<file path="src/rtl/arpc_pkg.sv">
// Shared types and codes for the ARP cache and responder.
// No dependencies; imported by arpc_cell and arp_cache_responder.
package arpc_pkg;

  localparam int IpW  = 32;
  localparam int MacW = 48;
  localparam int OpW  = 16;
  localparam int StW  = 3;

  // Item commands
  localparam logic [1:0] CMD_RX_FRAME = 2'd0;
  localparam logic [1:0] CMD_INSERT   = 2'd1;
  localparam logic [1:0] CMD_LOOKUP   = 2'd2;
  localparam logic [1:0] CMD_RESOLVE  = 2'd3;

  // ARP opcodes
  localparam logic [OpW-1:0] OPC_REQUEST = 16'd1;
  localparam logic [OpW-1:0] OPC_REPLY   = 16'd2;

  localparam logic [MacW-1:0] MAC_BCAST = 48'hFFFF_FFFF_FFFF;

  // Result status
  localparam logic [StW-1:0] ST_DONE      = 3'd0;
  localparam logic [StW-1:0] ST_REPLY     = 3'd1;
  localparam logic [StW-1:0] ST_REQUEST   = 3'd2;
  localparam logic [StW-1:0] ST_HIT       = 3'd3;
  localparam logic [StW-1:0] ST_MISS      = 3'd4;
  localparam logic [StW-1:0] ST_IGNORED   = 3'd5;
  localparam logic [StW-1:0] ST_REJECTED  = 3'd6;

  // Search token passed down the cell chain
  typedef struct packed {
    logic            valid;
    logic [IpW-1:0]  key;
    logic            found;
    logic [MacW-1:0] hw;
    logic            pub;
  } arpc_tok_t;

endpackage

</file>
<file path="src/rtl/arpc_cell.sv">
// One cache entry of the cell chain: holds IP, MAC and publish flag and
// forwards the search token to the next lower cell. Depends on arpc_pkg.
module arpc_cell import arpc_pkg::*; (
  input  logic            clk_i,
  input  logic            rst_ni,
  input  logic            wr_en_i,
  input  logic [IpW-1:0]  wr_ip_i,
  input  logic [MacW-1:0] wr_hw_i,
  input  logic            wr_pub_i,
  input  arpc_tok_t       tok_i,
  output arpc_tok_t       tok_o
);

  logic [IpW-1:0]  ip_q;
  logic [MacW-1:0] hw_q;
  logic            pub_q;
  arpc_tok_t       tok_d, tok_q;

  always_ff @(posedge clk_i or negedge rst_ni) begin
    if (!rst_ni) begin
      ip_q  <= '0;
      hw_q  <= '0;
      pub_q <= 1'b0;
    end else if (wr_en_i) begin
      ip_q  <= wr_ip_i;
      hw_q  <= wr_hw_i;
      pub_q <= wr_pub_i;
    end
  end

  // first match on the way down wins, so later cells leave it alone
  always_comb begin
    tok_d = tok_i;
    if (tok_i.valid && !tok_i.found && (ip_q == tok_i.key)) begin
      tok_d.found = 1'b1;
      tok_d.hw    = hw_q;
      tok_d.pub   = pub_q;
    end
  end

  always_ff @(posedge clk_i or negedge rst_ni) begin
    if (!rst_ni) begin
      tok_q <= '0;
    end else begin
      tok_q <= tok_d;
    end
  end

  assign tok_o = tok_q;

endmodule

</file>
<file path="src/rtl/arp_cache_responder.sv">
// ARP cache and responder top level: APB register port, control sequencer
// and the chain of arpc_cell entries. Depends on arpc_pkg and arpc_cell.
//
// The cache is a row of CACHE_ENTRIES cells, one entry each, cleared to zero
// at reset (IP 0 therefore matches an empty entry). An accepted item that
// searches the cache (received request, lookup, resolve) is launched as a
// token into the highest entry, is registered by each cell as it walks down,
// has its outcome taken off the end of the chain (entry 0) and then has its
// result formed, which waits until the output register is free. Received
// replies and static inserts with a nonzero IP write the entry at the
// cursor on acceptance; they, like every item that needs no search, go
// straight to forming the result. A new item is taken in the cycle after
// the previous result has been moved to the output register, which holds
// it until the receiver stops stalling. my_mac lies at byte address 0 and
// my_ip at 8 on the 64-bit register port.
module arp_cache_responder import arpc_pkg::*; #(
  parameter int CACHE_ENTRIES = 16
) (
  input  logic            clk_i,
  input  logic            rst_ni,
  // register port
  input  logic            psel,
  input  logic            penable,
  input  logic            pwrite,
  input  logic [3:0]      paddr,
  input  logic [63:0]     pwdata,
  output logic [63:0]     prdata,
  output logic            pready,
  // input items
  input  logic            in_valid_i,
  output logic            in_stall_o,
  input  logic [1:0]      cmd_i,
  input  logic [OpW-1:0]  arp_op_i,
  input  logic [MacW-1:0] sender_mac_i,
  input  logic [IpW-1:0]  sender_ip_i,
  input  logic [IpW-1:0]  target_ip_i,
  input  logic [MacW-1:0] entry_mac_i,
  input  logic            publish_i,
  // result items
  output logic            out_valid_o,
  input  logic            out_stall_i,
  output logic [StW-1:0]  status_o,
  output logic [MacW-1:0] hit_mac_o,
  output logic [MacW-1:0] out_dest_mac_o,
  output logic [OpW-1:0]  out_op_o,
  output logic [MacW-1:0] out_sender_mac_o,
  output logic [IpW-1:0]  out_sender_ip_o,
  output logic [MacW-1:0] out_target_mac_o,
  output logic [IpW-1:0]  out_target_ip_o
);

  localparam int CurW = $clog2(CACHE_ENTRIES + 1);
  localparam logic [CurW-1:0] CurTop  = CurW'(CACHE_ENTRIES);
  localparam logic [CurW-1:0] CurLast = CurW'(CACHE_ENTRIES - 1);

  localparam logic [1:0] S_IDLE   = 2'd0;
  localparam logic [1:0] S_LAUNCH = 2'd1;
  localparam logic [1:0] S_SCAN   = 2'd2;
  localparam logic [1:0] S_RESULT = 2'd3;

  localparam logic REG_MY_MAC = 1'b0;
  localparam logic REG_MY_IP  = 1'b1;

  // ------------------------------------------------------------------
  // registers
  logic [MacW-1:0] my_mac_q;
  logic [IpW-1:0]  my_ip_q;
  logic            cfg_wr;

  assign pready = 1'b1;
  assign cfg_wr = psel && penable && pwrite;

  always_ff @(posedge clk_i or negedge rst_ni) begin
    if (!rst_ni) begin
      my_mac_q <= '0;
      my_ip_q  <= '0;
    end else if (cfg_wr) begin
      case (paddr[3])
        REG_MY_MAC: my_mac_q <= pwdata[MacW-1:0];
        REG_MY_IP:  my_ip_q  <= pwdata[IpW-1:0];
        default: ;
      endcase
    end
  end

  always_comb begin
    case (paddr[3])
      REG_MY_MAC: prdata = {16'b0, my_mac_q};
      REG_MY_IP:  prdata = {32'b0, my_ip_q};
      default:    prdata = '0;
    endcase
  end

  // ------------------------------------------------------------------
  // control
  logic [1:0]      state_q, state_d;
  logic            in_acc;
  logic            out_free;
  logic            load_out;
  logic            needs_search;
  logic            wr_en;
  logic [CurW-1:0] cursor_q, cursor_nx;

  logic [1:0]      cmd_q;
  logic [OpW-1:0]  op_q;
  logic [MacW-1:0] smac_q;
  logic [IpW-1:0]  tip_q;
  logic            found_q;
  logic [MacW-1:0] fhw_q;
  logic            fpub_q;

  arpc_tok_t launch_tok;
  arpc_tok_t link [CACHE_ENTRIES+1];
  logic [CACHE_ENTRIES-1:0] cell_wr;
  logic [CACHE_ENTRIES:0]   link_valid;

  assign in_stall_o = (state_q != S_IDLE);
  assign in_acc     = in_valid_i && !in_stall_o;
  assign out_free   = !out_valid_o || !out_stall_i;
  assign load_out   = (state_q == S_RESULT) && out_free;

  assign needs_search = (cmd_i == CMD_LOOKUP) || (cmd_i == CMD_RESOLVE) ||
                        ((cmd_i == CMD_RX_FRAME) && (arp_op_i == OPC_REQUEST));

  assign wr_en = in_acc &&
                 (((cmd_i == CMD_RX_FRAME) && (arp_op_i == OPC_REPLY)) ||
                  ((cmd_i == CMD_INSERT) && (target_ip_i != '0)));

  // cursor steps down before the write and wraps to the top entry
  assign cursor_nx = ((cursor_q == '0) || (cursor_q > CurTop)) ? CurLast
                                                               : cursor_q - 1'b1;

  always_comb begin
    state_d = state_q;
    case (state_q)
      S_IDLE:   if (in_acc) state_d = needs_search ? S_LAUNCH : S_RESULT;
      S_LAUNCH: state_d = S_SCAN;
      S_SCAN:   if (link[0].valid) state_d = S_RESULT;
      S_RESULT: if (out_free) state_d = S_IDLE;
      default:  state_d = S_IDLE;
    endcase
  end

  always_ff @(posedge clk_i or negedge rst_ni) begin
    if (!rst_ni) begin
      state_q  <= S_IDLE;
      cursor_q <= CurTop;
    end else begin
      state_q <= state_d;
      if (wr_en) cursor_q <= cursor_nx;
    end
  end

  // hold the item fields needed after acceptance
  always_ff @(posedge clk_i) begin
    if (in_acc) begin
      cmd_q  <= cmd_i;
      op_q   <= arp_op_i;
      smac_q <= sender_mac_i;
      tip_q  <= target_ip_i;
    end
    if ((state_q == S_SCAN) && link[0].valid) begin
      found_q <= link[0].found;
      fhw_q   <= link[0].hw;
      fpub_q  <= link[0].pub;
    end
  end

  // ------------------------------------------------------------------
  // cell chain: token enters at the highest entry and leaves at entry 0
  always_comb begin
    launch_tok       = '0;
    launch_tok.valid = (state_q == S_LAUNCH);
    launch_tok.key   = tip_q;
  end

  assign link[CACHE_ENTRIES] = launch_tok;

  for (genvar i = 0; i < CACHE_ENTRIES; i++) begin : g_cell
    assign cell_wr[i] = wr_en && (cursor_nx == CurW'(i));

    arpc_cell u_cell (
      .clk_i    (clk_i),
      .rst_ni   (rst_ni),
      .wr_en_i  (cell_wr[i]),
      .wr_ip_i  ((cmd_i == CMD_INSERT) ? target_ip_i : sender_ip_i),
      .wr_hw_i  ((cmd_i == CMD_INSERT) ? entry_mac_i : sender_mac_i),
      .wr_pub_i ((cmd_i == CMD_INSERT) && publish_i),
      .tok_i    (link[i+1]),
      .tok_o    (link[i])
    );
  end

  for (genvar i = 0; i <= CACHE_ENTRIES; i++) begin : g_lv
    assign link_valid[i] = link[i].valid;
  end

  // ------------------------------------------------------------------
  // result
  logic [StW-1:0]  res_status;
  logic [MacW-1:0] res_hit_mac, res_dest_mac, res_sender_mac, res_target_mac;
  logic [OpW-1:0]  res_op;
  logic [IpW-1:0]  res_sender_ip, res_target_ip;

  always_comb begin
    res_status     = ST_DONE;
    res_hit_mac    = '0;
    res_dest_mac   = '0;
    res_op         = '0;
    res_sender_mac = '0;
    res_sender_ip  = '0;
    res_target_mac = '0;
    res_target_ip  = '0;
    case (cmd_q)
      CMD_RX_FRAME: begin
        if (op_q == OPC_REPLY) begin
          res_status = ST_DONE;
        end else if ((op_q == OPC_REQUEST) && found_q && fpub_q) begin
          res_status     = ST_REPLY;
          res_dest_mac   = smac_q;
          res_op         = OPC_REPLY;
          res_sender_mac = fhw_q;
          res_sender_ip  = tip_q;
          res_target_mac = my_mac_q;
          res_target_ip  = my_ip_q;
        end else begin
          res_status = ST_IGNORED;
        end
      end
      CMD_INSERT: begin
        res_status = (tip_q == '0) ? ST_REJECTED : ST_DONE;
      end
      default: begin
        if (found_q) begin
          res_status  = ST_HIT;
          res_hit_mac = fhw_q;
        end else if (cmd_q == CMD_LOOKUP) begin
          res_status = ST_MISS;
        end else begin
          res_status     = ST_REQUEST;
          res_dest_mac   = MAC_BCAST;
          res_op         = OPC_REQUEST;
          res_sender_mac = my_mac_q;
          res_sender_ip  = my_ip_q;
          res_target_ip  = tip_q;
        end
      end
    endcase
  end

  logic out_valid_q;

  always_ff @(posedge clk_i or negedge rst_ni) begin
    if (!rst_ni) begin
      out_valid_q <= 1'b0;
    end else if (load_out) begin
      out_valid_q <= 1'b1;
    end else if (!out_stall_i) begin
      out_valid_q <= 1'b0;
    end
  end

  always_ff @(posedge clk_i) begin
    if (load_out) begin
      status_o         <= res_status;
      hit_mac_o        <= res_hit_mac;
      out_dest_mac_o   <= res_dest_mac;
      out_op_o         <= res_op;
      out_sender_mac_o <= res_sender_mac;
      out_sender_ip_o  <= res_sender_ip;
      out_target_mac_o <= res_target_mac;
      out_target_ip_o  <= res_target_ip;
    end
  end

  assign out_valid_o = out_valid_q;

  // ------------------------------------------------------------------
`ifndef SYNTH
  a_one_token: assert property (@(posedge clk_i) disable iff (!rst_ni)
    $onehot0(link_valid))
    else $error("more than one search token in the cell chain");

  a_token_in_scan: assert property (@(posedge clk_i) disable iff (!rst_ni)
    link[0].valid |-> (state_q == S_SCAN))
    else $error("search token left the chain outside a scan");

  a_one_write: assert property (@(posedge clk_i) disable iff (!rst_ni)
    $onehot0(cell_wr))
    else $error("more than one cell written in a cycle");

  a_cursor_range: assert property (@(posedge clk_i) disable iff (!rst_ni)
    $past(wr_en) |-> (cursor_q < CurTop))
    else $error("replace cursor out of range after a write");
`endif

endmodule
</file>
<file path="config.mk">
export PLATFORM = sky130hd
export DESIGN_NAME = arp_cache_responder
export DESIGN_NICKNAME = d
export VERILOG_FILES = /design/src/rtl/arpc_pkg.sv /design/src/rtl/arpc_cell.sv /design/src/rtl/arp_cache_responder.sv
export SDC_FILE = /design/constraint.sdc
export NUM_CORES = 2
export LEC_CHECK = 0
export ABC_AREA = 0
export ABC_CLOCK_PERIOD_IN_PS = 32000
export BUFFER_PORTS_ARGS = -buffer_cell sky130_fd_sc_hd__buf_2
export CAP_MARGIN = 20
export CORE_UTILIZATION = 60
export CTS_CLUSTER_DIAMETER = 80
export CTS_CLUSTER_SIZE = 16
export DETAILED_ROUTE_END_ITERATION = 10
export GPL_TIMING_DRIVEN = 1
export PLACE_DENSITY = 0.78
export SLEW_MARGIN = 0
export SYNTH_ARGS = -nofsm -noshare
export SYNTH_HDL_FRONTEND = slang
export SYNTH_SLANG_ARGS = --single-unit
export TNS_END_PERCENT = 50
</file>
<file path="constraint.sdc">
create_clock -name clk_i -period 32 [get_ports clk_i]
set_clock_uncertainty 0.05 [all_clocks]
set_input_delay 6.4 -clock clk_i [delete_from_list [all_inputs] [get_ports clk_i]]
set_output_delay 6.4 -clock clk_i [all_outputs]
set_load 0.005 [all_outputs]
</file>
==> flow_summary.toml <==
[layout]
multi_input_area_um2 = 31700
syn2layout_area_growth_pct = 10.2
seq_area_um2 = 79300
n_fill_cell = 12700
drive_above_1_share_pct = 20.0
finalNetCount = 9106

[clock_network]
cts_buffers = 211
cts_tree = "done"
h-tree-depth = 4
clkSlewWorstSetupHoldPaths_ns = 0.07
ctsHoldBuffers = 0
cts-resized-gates = 0
clock-sinks = 3089
cts_root_buf = "clkbuf_16"
clock_latency_ns = 0.88
post_cts.repair.setup_buffers = 0
cts_buffer_depth = 3

[run]
drv_cap = 0

[power]
p_comb_share_pct = 12.0
switching_share_pct = 26.7
power.leakage_nw = 58.7
ir_drop_mv = 0.0578
seq_power_share_pct = 58.5
power_density_nw_per_um2 = 67.2
clock_power_share_pct = 29.5
power.internal_mw = 6.14
p_switching_mw = 2.24

[timing]
setup_viol = 0
finalCriticalPeriod_ns = 14.11
finalMaxSlewViolations = 0
fmax_ghz = 0.0709
finalCritPeriodShare_pct = 44.1
finalHoldViolations = 0
whs_ns = 0.321
setup_slack_ns = 17.89
tns_ns = 0
rsz0062_at_grt = "no"
slew_headroom_pct = 16.2
tightest_slew_ns = 1.23

[worst_setup_path]
critPathSlowestCell = "buf_4"
crit_top_cell = "buf_2"
start_kind = "input port"
arrival_ns = 7.66
cp_cell_sequence = "buf_2 -> buf_4 -> mux2_2 -> buf_2"
cp_top_family = "buffers and inverters"
max_stage_delay_ns = 0.59
setup.worst_path.end_class = "output pin"
crit_type = "in -> out"
critPathBufInv = 3
cp_max_fo = 50
worstPathRequired_ns = 25.55

[floorplan]
die_x_um = 436
core_um2 = 188000
pin_count = 596
fp.dieArea_um2 = 190000
start_util_pct = 60.3
fp.dieH_um = 436
num_rows = 159

[global_routing]
grt_pass1_wl_um = 432000
antenna_found_initial = 29
first_global_vias = 68900
overflow = 0
grt_max_degree = 207
grt_use_total_pct = 30.6

[synthesis]
yosys.cell_types.count = 60
synthCells = 8449
synth-edff-count = 409
synth.avg_cell_area_um2 = 13.4
ys_warn_count = 0
synthesis.area_um2 = 113000
ys_async_sr_fraction_pct = 86.8
yosys_register_bits = 3089
yosysSeqAreaShare_pct = 70.1
synth_top_flop_cell = "dfrtp_1"

[place]
port_buffers = 545
dp_hpwl_um = 180000
gp_congestion = 0.942
dp_slack_ns = 17.89

[routing]
drt-initial-drc-count = 6493
route.detailed.drc = 0
wl_per_cell_um = 25.2
routed-via-count = 67100
routed_wl_um = 288000
drtAntennaViolNets = 0
drtPass1Iterations = 5
viasPerCell = 5.88

[hold_path]
min_path_type = "reg -> reg"

[outcome]
status = "completed"
==> state kept, by name, indices dropped and copies added, names as in the netlist, 48 cells and up <==
| register | cells |
|---|---|
| g_cell.u_cell.tok_o | 1296 |
| g_cell.u_cell.hw_q | 768 |
| g_cell.u_cell.ip_q | 512 |
| fhw_q | 48 |
| hit_mac_o | 48 |
| my_mac_q | 48 |
| out_dest_mac_o | 48 |
| out_sender_mac_o | 48 |
| out_target_mac_o | 48 |
| smac_q | 48 |
==> metrics by stage <==
stage / util [%] / instance area [um2] / total power [mW] / std cells
global placement: 63.3 / 119000 / 5.89 / 11100
floorplan: - / 113000 / 5.50 / 8478
detailed placement: 63.3 / 119000 / 5.96 / 11100
global route: 66.5 / 125000 / 8.69 / 11400
finish: 66.5 / 125000 / 8.38 / 11400
CTS: 66.4 / 125000 / 8.40 / 11400
==> layout make-up <==
type	count	area share (%)
sequential	3089	63.6
antenna	19	0.0381
timing repair buffer	703	3.32
clock inverter	12	0.111
multi-input combinational	4669	25.4
clock buffer	262	4.48
inverter	171	0.517
tap	2495	2.50
==> synth_stat cells, drive strengths merged, types with 19 or more instances <==
library cell / instances / area [um2]
edfxtp: 409 / 12300
o21ai: 510 / 2550
dfrtp: 2679 / 67000
xor2: 19 / 166
and3: 49 / 307
xnor2: 496 / 4340
and2: 100 / 626
a21o: 50 / 375
buf: 209 / 1040
mux2i: 241 / 2410
nor2b: 20 / 125
nand3: 35 / 175
clkbuf: 340 / 1280
nor2: 734 / 2760
a22o: 113 / 990
inv: 170 / 638
nand2: 513 / 1930
nand4: 118 / 738
a21oi: 727 / 3640
mux2: 762 / 8580
nor4: 42 / 263
==> cell usage in the layout, fill, tap and decap left out, types with 20 or more instances in the layout <==
cell          n
buf_4       141
xnor2_1     496
nand4_1     118
inv_1       169
dfrtp_1    2679
clkbuf_1     45
nand3_1      20
mux2_2      761
o21ai_0     510
edfxtp_1    409
a21oi_1     727
mux2i_2      35
and2_1       99
nor4_1       39
clkbuf_16   216
mux2i_1     189
nand2_1     512
buf_2       544
and3_1       49
a22o_1      113
a21o_1       50
conb_1       31
nor2_1      733
==> cells by family (layout without fill, tap and decap cells) <==
kind of cell	count (synthesis)	count (layout)	share of synthesized area, %
AND/OR/NAND/NOR	1675	1675	6.50
AO/OA/AOI/OAI	1438	1438	7.00
flip-flops	3089	3089	70.1
XOR/XNOR	515	515	3.99
buffers and inverters	720	1148	2.61
adder cells (fa/ha/maj)	7	7	0.0774
multiplexers	1003	1003	9.71
other	2	50	0.00664
==> path summary, 6_finish.rpt <==
path | start | slack (ns) | endpoint | depth (start not counted)
worst max-delay path | paddr[3] | 17.89 | prdata[3] | 4
worst min-delay path | g_cell[6].u_cell.tok_o[82]$_DFF_PN0_ | 0.32 | g_cell[5].u_cell.tok_o[82]$_DFF_PN0_ | 0
worst max register to register | cursor_q[0]$_DFFE_PN0P_ | 26.25 | g_cell[15].u_cell.pub_q$_DFFE_PN0P_ | 9
worst min register to register | g_cell[6].u_cell.tok_o[82]$_DFF_PN0_ | 0.32 | g_cell[5].u_cell.tok_o[82]$_DFF_PN0_ | 0
max in group asynchronous | rst_ni | 20.63 | g_cell[0].u_cell.tok_o[26]$_DFF_PN0_ | 7
min in group asynchronous | rst_ni | 5.46 | g_cell[11].u_cell.tok_o[70]$_DFF_PN0_ | 1
==> per-layer routing <==
| layer | global-route usage (%) | up-vias | wire, um |
|---|---|---|---|
| met2 | 49.3 | 2580 | 138000 |
| met3 | 6.18 | 619 | 21500 |
| met5 | 0.328 | - | 91 |
| li1 | - | 29300 | - |
| met4 | 14.7 | 4 | 15200 |
| met1 | 40.3 | 34600 | 113000 |
==> power by group through the flow <==
stage               Combinational, mW  Clock [mW]  Sequential [mW]
finish                           1.01        2.47             4.90
global route                     1.11        2.64             4.95
CTS                              1.01        2.50             4.90
detailed placement              0.994           0             4.96
global placement                0.959           0             4.93
floorplan                       0.583           0             4.92
No activity file was read; power rests on OpenSTA's default activity.
